===== src/hw/rtl/bcsc_pkg.sv =====
`timescale 1ns / 1ps
// Package for the byte-coded stack processor core.
// Types, opcodes and constants shared by controller, datapath and top level.
package bcsc_pkg;

  localparam int unsigned MemAddrBits = 16;
  localparam int unsigned StackDepth  = 32;
  localparam int unsigned WordW       = 16;

  typedef enum logic [1:0] {
    CMD_WRITE = 2'd0,
    CMD_READ  = 2'd1,
    CMD_EXEC  = 2'd2,
    CMD_REG   = 2'd3
  } cmd_e;

  // Command word and result word carried by the channels.
  typedef struct packed {
    logic [1:0]  command;
    logic [15:0] address;
    logic [7:0]  write_byte;
  } in_word_t;

  typedef struct packed {
    logic [15:0] read_value;
    logic [15:0] program_counter;
    logic        flag_greater;
    logic        flag_less;
    logic        flag_equal;
    logic        running;
    logic        illegal_opcode;
  } out_word_t;

  localparam logic [7:0] OP_NOP  = 8'h00;
  localparam logic [7:0] OP_JMP  = 8'h01;
  localparam logic [7:0] OP_CMP  = 8'h02;
  localparam logic [7:0] OP_JNE  = 8'h03;
  localparam logic [7:0] OP_JE   = 8'h04;
  localparam logic [7:0] OP_JG   = 8'h05;
  localparam logic [7:0] OP_JGE  = 8'h06;
  localparam logic [7:0] OP_JL   = 8'h07;
  localparam logic [7:0] OP_JLE  = 8'h08;
  localparam logic [7:0] OP_MOV  = 8'h09;
  localparam logic [7:0] OP_INC  = 8'h0A;
  localparam logic [7:0] OP_DEC  = 8'h0B;
  localparam logic [7:0] OP_ADD  = 8'h0C;
  localparam logic [7:0] OP_SUB  = 8'h0D;
  localparam logic [7:0] OP_MUL  = 8'h0E;
  localparam logic [7:0] OP_HLT  = 8'h0F;
  localparam logic [7:0] OP_PUSH = 8'h10;
  localparam logic [7:0] OP_POP  = 8'h11;
  localparam logic [7:0] OP_CALL = 8'h12;
  localparam logic [7:0] OP_RET  = 8'h13;

  localparam logic [7:0] ModeImmA = 8'b10000000;
  localparam logic [7:0] ModeImmB = 8'b01000000;

  typedef enum logic [4:0] {
    ST_IDLE,
    ST_MEMRD,
    ST_FOP,
    ST_FMODE,
    ST_FB2,
    ST_FB3,
    ST_FB4,
    ST_FB5,
    ST_DECODE,
    ST_RDW0,
    ST_RDW1,
    ST_RDW2,
    ST_WRHI,
    ST_WRLO,
    ST_DONE
  } state_e;

  // Memory-address source chosen by the controller.
  typedef enum logic [1:0] {
    MA_CMD,
    MA_PC,
    MA_OPA,
    MA_OPA1
  } maddr_e;

  typedef struct packed {
    logic        mem_re;
    logic        mem_we;
    maddr_e      maddr;
    logic [2:0]  pc_off;   // byte offset from pc for fetch
    logic [2:0]  fetch_slot; // which fetch byte slot receives the captured byte
    logic        cap_fetch;
    logic        cap_rd;   // capture memory byte for read command
    logic        cap_w0;
    logic        cap_w1;
    logic        wr_hi;    // write high byte of store word, else low
    logic        wr_cmd;   // write command byte
    logic        commit;   // apply instruction effects
  } ctrl_t;

  typedef struct packed {
    logic [7:0] op;
    logic       ia;
    logic       ib;
    logic       needs_mem_write;
    logic       needs_word_read;
  } stat_t;

endpackage


===== src/hw/rtl/bcsc_ctrl.sv =====
`timescale 1ns / 1ps
// Controller state machine: sequences fetch, operand reads and write-back.
// Depends on bcsc_pkg.
module bcsc_ctrl (
  input  logic             clk_i,
  input  logic             rst_ni,
  input  logic             in_valid_i,
  output logic             in_ready_o,
  input  logic [1:0]       cmd_i,
  input  logic             running_i,
  input  logic             out_valid_i,
  input  logic             out_ready_i,
  input  bcsc_pkg::stat_t  stat_i,
  output bcsc_pkg::ctrl_t  ctrl_o,
  output logic             out_load_o
);
  bcsc_pkg::state_e state_q, state_d;

  always_ff @(posedge clk_i or negedge rst_ni) begin
    if (!rst_ni) begin
      state_q <= bcsc_pkg::ST_IDLE;
    end else begin
      state_q <= state_d;
    end
  end

  always_comb begin
    state_d    = state_q;
    in_ready_o = 1'b0;
    out_load_o = 1'b0;
    ctrl_o     = '0;
    ctrl_o.maddr = bcsc_pkg::MA_CMD;
    unique case (state_q)
      bcsc_pkg::ST_IDLE: begin
        in_ready_o = 1'b1;
        if (in_valid_i) begin
          unique case (cmd_i)
            bcsc_pkg::CMD_WRITE: begin
              ctrl_o.mem_we = 1'b1;
              ctrl_o.wr_cmd = 1'b1;
              state_d = bcsc_pkg::ST_DONE;
            end
            bcsc_pkg::CMD_READ: begin
              ctrl_o.mem_re = 1'b1;
              state_d = bcsc_pkg::ST_MEMRD;
            end
            bcsc_pkg::CMD_EXEC: begin
              state_d = running_i ? bcsc_pkg::ST_FOP : bcsc_pkg::ST_DONE;
            end
            default: state_d = bcsc_pkg::ST_DONE;
          endcase
        end
      end
      bcsc_pkg::ST_MEMRD: begin
        ctrl_o.cap_rd = 1'b1;
        state_d = bcsc_pkg::ST_DONE;
      end
      bcsc_pkg::ST_FOP: begin
        ctrl_o.mem_re = 1'b1;
        ctrl_o.maddr  = bcsc_pkg::MA_PC;
        ctrl_o.pc_off = 3'd0;
        state_d = bcsc_pkg::ST_FMODE;
      end
      bcsc_pkg::ST_FMODE: begin
        ctrl_o.cap_fetch  = 1'b1;
        ctrl_o.fetch_slot = 3'd0;
        ctrl_o.mem_re = 1'b1;
        ctrl_o.maddr  = bcsc_pkg::MA_PC;
        ctrl_o.pc_off = 3'd1;
        state_d = bcsc_pkg::ST_FB2;
      end
      bcsc_pkg::ST_FB2: begin
        ctrl_o.cap_fetch  = 1'b1;
        ctrl_o.fetch_slot = 3'd1;
        ctrl_o.mem_re = 1'b1;
        ctrl_o.maddr  = bcsc_pkg::MA_PC;
        ctrl_o.pc_off = 3'd2;
        state_d = bcsc_pkg::ST_FB3;
      end
      bcsc_pkg::ST_FB3: begin
        ctrl_o.cap_fetch  = 1'b1;
        ctrl_o.fetch_slot = 3'd2;
        ctrl_o.mem_re = 1'b1;
        ctrl_o.maddr  = bcsc_pkg::MA_PC;
        ctrl_o.pc_off = 3'd3;
        state_d = bcsc_pkg::ST_FB4;
      end
      bcsc_pkg::ST_FB4: begin
        ctrl_o.cap_fetch  = 1'b1;
        ctrl_o.fetch_slot = 3'd3;
        ctrl_o.mem_re = 1'b1;
        ctrl_o.maddr  = bcsc_pkg::MA_PC;
        ctrl_o.pc_off = 3'd4;
        state_d = bcsc_pkg::ST_FB5;
      end
      bcsc_pkg::ST_FB5: begin
        ctrl_o.cap_fetch  = 1'b1;
        ctrl_o.fetch_slot = 3'd4;
        ctrl_o.mem_re = 1'b1;
        ctrl_o.maddr  = bcsc_pkg::MA_PC;
        ctrl_o.pc_off = 3'd5;
        state_d = bcsc_pkg::ST_DECODE;
      end
      bcsc_pkg::ST_DECODE: begin
        ctrl_o.cap_fetch  = 1'b1;
        ctrl_o.fetch_slot = 3'd5;
        state_d = bcsc_pkg::ST_RDW0;
      end
      bcsc_pkg::ST_RDW0: begin
        if (stat_i.needs_word_read) begin
          ctrl_o.mem_re = 1'b1;
          ctrl_o.maddr  = bcsc_pkg::MA_OPA;
          state_d = bcsc_pkg::ST_RDW1;
        end else if (stat_i.needs_mem_write) begin
          state_d = bcsc_pkg::ST_WRHI;
        end else begin
          ctrl_o.commit = 1'b1;
          state_d = bcsc_pkg::ST_DONE;
        end
      end
      bcsc_pkg::ST_RDW1: begin
        ctrl_o.cap_w0 = 1'b1;
        ctrl_o.mem_re = 1'b1;
        ctrl_o.maddr  = bcsc_pkg::MA_OPA1;
        state_d = bcsc_pkg::ST_RDW2;
      end
      bcsc_pkg::ST_RDW2: begin
        ctrl_o.cap_w1 = 1'b1;
        state_d = bcsc_pkg::ST_WRHI;
      end
      bcsc_pkg::ST_WRHI: begin
        ctrl_o.mem_we = 1'b1;
        ctrl_o.wr_hi  = 1'b1;
        ctrl_o.maddr  = bcsc_pkg::MA_OPA;
        state_d = bcsc_pkg::ST_WRLO;
      end
      bcsc_pkg::ST_WRLO: begin
        ctrl_o.mem_we = 1'b1;
        ctrl_o.maddr  = bcsc_pkg::MA_OPA1;
        ctrl_o.commit = 1'b1;
        state_d = bcsc_pkg::ST_DONE;
      end
      bcsc_pkg::ST_DONE: begin
        if (!out_valid_i || out_ready_i) begin
          out_load_o = 1'b1;
          state_d = bcsc_pkg::ST_IDLE;
        end
      end
      default: state_d = bcsc_pkg::ST_IDLE;
    endcase
  end
endmodule


===== config.mk =====
export PLATFORM = sky130hd
export DESIGN_NAME = bcsc_ctrl
export DESIGN_NICKNAME = d
export VERILOG_FILES = /design/src/hw/rtl/bcsc_pkg.sv /design/src/hw/rtl/bcsc_ctrl.sv
export SDC_FILE = /design/constraint.sdc
export NUM_CORES = 1
export LEC_CHECK = 0
export BUFFER_PORTS_ARGS = -buffer_cell sky130_fd_sc_hd__buf_2
export CORE_AREA = 2 2 40 42
export DETAILED_ROUTE_END_ITERATION = 8
export DIE_AREA = 0 0 42 44
export PLACE_DENSITY = 0.84
export RECOVER_POWER = 50
export SLEW_MARGIN = 15
export SYNTH_ARGS = -nofsm -noshare
export SYNTH_HDL_FRONTEND = slang
export SYNTH_SLANG_ARGS = --single-unit

===== constraint.sdc =====
create_clock -name clk_i -period 2.8 [get_ports clk_i]
set_clock_uncertainty 0.1 [all_clocks]
set_input_delay 0.56 -clock clk_i [delete_from_list [all_inputs] [get_ports clk_i]]
set_output_delay 0.56 -clock clk_i [all_outputs]
set_load 0.05 [all_outputs]

# == Word level (Yosys, flattened, before mapping) ==
# Index checks and enable logic that the tools add are counted.
# totals
elab_cells,58
inputBits,20
regBits,5
output_inout_bits,19
# op_classes
muxes,29
n_eq_ne,18
n_reduce_logical,10
# ops
cell,count
case mux 5 bit (14 select lines),1
equality test 5 x 4 -> 1 bit (second input constant),7
case mux 4 bit (6 select lines),1
equality test 5 x 3 -> 1 bit (second input constant),4
two-way mux 5 bit,3
case mux 3 bit (5 select lines),1
two-way mux 1 bit,14
equality test 5 x 2 -> 1 bit (second input constant),2
case mux 2 bit (4 select lines),1
case mux 4 bit (2 select lines),1
OR reduction 7 bit,1
two-way mux 2 bit,3
OR reduction 2 bit,3
OR reduction 6 bit,1
equality test 5 x 1 -> 1 bit (second input constant),1
logical NOT 5 bit,1
two-way mux 4 bit,1
!= test 2 bit (second input constant),2
case mux 1 bit (2 select lines),2
case mux 1 bit (3 select lines),1
equality test 2 x 1 -> 1 bit (second input constant),1
equality test 2 bit (second input constant),1
logical NOT 2 bit,1
AND reduction 2 bit,1
other kinds (2),2

# == Logic depth before layout (Yosys ltp) ==
# logic_depth
ltp_word,4
ltp_mapped,5
mapped_depth_nobuf,4

# == Worst setup path after synthesis ==
# Ideal clock, no wire load.
# synth_timing
path_kind,register to output
from,register state_q[2]
to,output port ctrl_o[15] (netlist bit)
path_buffers,1
slack_ns,0.241
t_arrival_ns,1.899
t_required_ns,2.140
stages_incl_launch_ff,6
path_cell_list,dfrtp_1 buf_6 nor2_4 nand3_4 nor4b_4 o21bai_1
# synth_lines
item,line,source
from (decl),bcsc_ctrl.sv:17,"bcsc_pkg::state_e state_q, state_d;"
from (signal assigned),bcsc_ctrl.sv:21,state_q <= bcsc_pkg::ST_IDLE;
from (signal assigned),bcsc_ctrl.sv:23,state_q <= state_d;
to (decl),bcsc_ctrl.sv:14,"output bcsc_pkg::ctrl_t ctrl_o,"

==> results.ini <==
[global_routing]
grt_max_degree=22
first_global_vias=557
globalRouteTotalUtil_pct=17.49
global_route.overflow_total=0
grt_first_pass_wirelength_um=2497
grt_antenna_before_repair=0

[timing]
fmax_mhz=384.5
fin_tns_setup_ns=0
post-route-min-period_ns=2.601
timing.final.hold_violations=0
postLayoutSetupSlackWorst_ns=0.1993
rsz0062_at_grt=false
final.period_utilization_pct=92.88
timing.slew.headroom_pct=54.04
worst_slew_pin_slew_ns=0.6895
finalSetupViolCount=0
final_max_slew_viol_count=0

[floorplanning]
dieWidth_um=42
initial_core_util_pct=41.09
fp.coreArea_um2=1419
number_of_top_level_pins=39
die_h_um=44
floorplan.die_area_um2=1848
std_cell_rows=14

[synthesis]
yosys.area.top_type_share_pct=17.17
cell_types_with_the_largest_area_share_after_synthesis=sky130_fd_sc_hd__dfrtp_1, sky130_fd_sc_hd__a21oi_1, sky130_fd_sc_hd__nor2_1
synth_edf_count=0
synth_fp_nets=103
seq_area_frac_synth_pct=17.17
syn_area_um2=583.1
synth_top_area_cell=sky130_fd_sc_hd__dfrtp_1
yosysUniqueCellTypes=30
syn_avg_cell_area_um2=7.025
yosys_most_used_dff=sky130_fd_sc_hd__dfrtp_1
postSynthCellCount=83
ys_async_sr_fraction_pct=100.0
most_repeated_cell_in_the_gate_level_netlist_after_synthesis=sky130_fd_sc_hd__a21oi_1
yosysWarningCount=0
synth_commonest_cells=sky130_fd_sc_hd__a21oi_1, sky130_fd_sc_hd__nor2_1, sky130_fd_sc_hd__nand2_1
synth-seq-cells=4

[worst_setup_path]
worst_path_max_delay_cell=sky130_fd_sc_hd__dfrtp_1
worst-endpoint-arrival_ns=1.94
worst_setup_path_start_kind=flop
path_cells=nand2b_1 -> or3_1 -> o21ai_1 -> buf_2
critical-path-max-stage-delay_ns=0.78
worst-path-max-fanout=21
critPathCaptureType=output port
crit_family=flip-flops
cp.required_ns=2.14
timing_worst_setup_path_type=flop to output port
timing.reg2reg.setup_slack_ns=1.19
critical_path.n_buffers_inverters=1

[drt]
number_of_routed_nets_with_antenna_violations=0
routed_via_density=5.569
detailedRoute.firstPassIterationCount=4
detail_route.drc_violations=0
drt-total-wl_um=1518
route.detailed.wl_per_inst_um=12.34
starting_drt_drc_count=25
vias=685

[run_status]
status=completed

[finish]
reg.largest.list=state_q x4
area.growth.synth_to_final_pct=20.82
multi_input_comb_area_um2=406.6
drive_above_1_share_pct=28.04
largest_reg_flops=4
n_fill_cell=155
final_net_count=129
antenna_cells=0
regMostFlops=state_q
sequential_cell_area_um2=100.1

[clock_network]
cts.repair_timing.setup_buffer_count=0
insertion_delay_ns=0.24
ctsHoldBuffers=0
clock_tree_from_tritoncts=yes
numClockSinks=4
numCtsBuffers=3
cts_resized=0
ctsHtreeMaxLevel=1
clock-root-buffer=sky130_fd_sc_hd__clkbuf_4
clkTransAtPathRegs_ns=0.04
clock_path_buffers=2

[placement]
dp_hpwl_um=1124
detailedPlace.worstSlack_ns=0.4926
gpl.final_weighted_congestion=0.8415
buffer_ports.inserted=28

[worst_hold_path]
hold_path_class=input port to async pin

[run]
max_cap_violations=0

[layer usage]
metal	vias to the layer above	GRT usage (%)	wire, um
li1	347	-	-
met1	310	21.55	614
met2	28	30.00	799
met3	0	5.417	104
met4	0	3.871	0
met5	-	0	0
[kinds of logic (layout without fill, tap and decap cells)]
family | after synthesis | after routing | synth area share (%)
AO/OA/AOI/OAI | 30 | 30 | 33.26
buffers and inverters | 13 | 37 | 13.09
flip-flops | 4 | 4 | 17.17
AND/OR/NAND/NOR | 36 | 36 | 36.48
[layout make-up]
type	instances	share of cell area, %
clock buffers	3	3.197
inverters	6	3.197
well taps	16	2.842
repair buffers	28	18.83
flip-flops and latches	4	14.21
multi-input cells	66	57.73
[through the flow]
step | instance area, um2 | hold WS (ns) | utilization [%] | instances
final | 704.4 | 0.04606 | 49.65 | 123
after global routing | 704.4 | 0.04939 | 49.65 | 123
after CTS | 711.9 | 0.01750 | 50.18 | 123
after detailed placement | 689.4 | 0.2688 | 48.59 | 120
after global placement | 689.4 | 0.2655 | 48.59 | 120
after floorplan | 583.1 | 0.1644 | - | 83
[layout by cell type, fill, tap and decap left out, types with 2 or more instances in the layout]
cell	count
sky130_fd_sc_hd__and2_1	2
sky130_fd_sc_hd__inv_1	5
sky130_fd_sc_hd__o21ai_1	3
sky130_fd_sc_hd__nor3_1	5
sky130_fd_sc_hd__clkbuf_4	3
sky130_fd_sc_hd__a21oi_1	12
sky130_fd_sc_hd__nand2b_1	4
sky130_fd_sc_hd__clkbuf_1	6
sky130_fd_sc_hd__nor2b_1	2
sky130_fd_sc_hd__nor2_1	9
sky130_fd_sc_hd__nand2_1	8
sky130_fd_sc_hd__o221ai_1	2
sky130_fd_sc_hd__dfrtp_1	4
sky130_fd_sc_hd__buf_2	22
sky130_fd_sc_hd__nand3b_1	2
sky130_fd_sc_hd__o22ai_1	2
sky130_fd_sc_hd__o21ai_0	2
[worst paths after layout]
path                                  from    endpoint  cells after the start
worst min register to register  state_q[0]  state_q[0]                      1
max in group asynchronous           rst_ni  state_q[2]                      1
worst max register to register  state_q[3]  state_q[2]                      4
worst min-delay path                rst_ni  state_q[3]                      1
worst max-delay path            state_q[3]   ctrl_o[6]                      4
min in group clk_i              in_valid_i  state_q[2]                      2
Power is left out: the tool's default activity adds up to more than one toggle a clock period on the data nets, which glitch-free logic cannot reach.
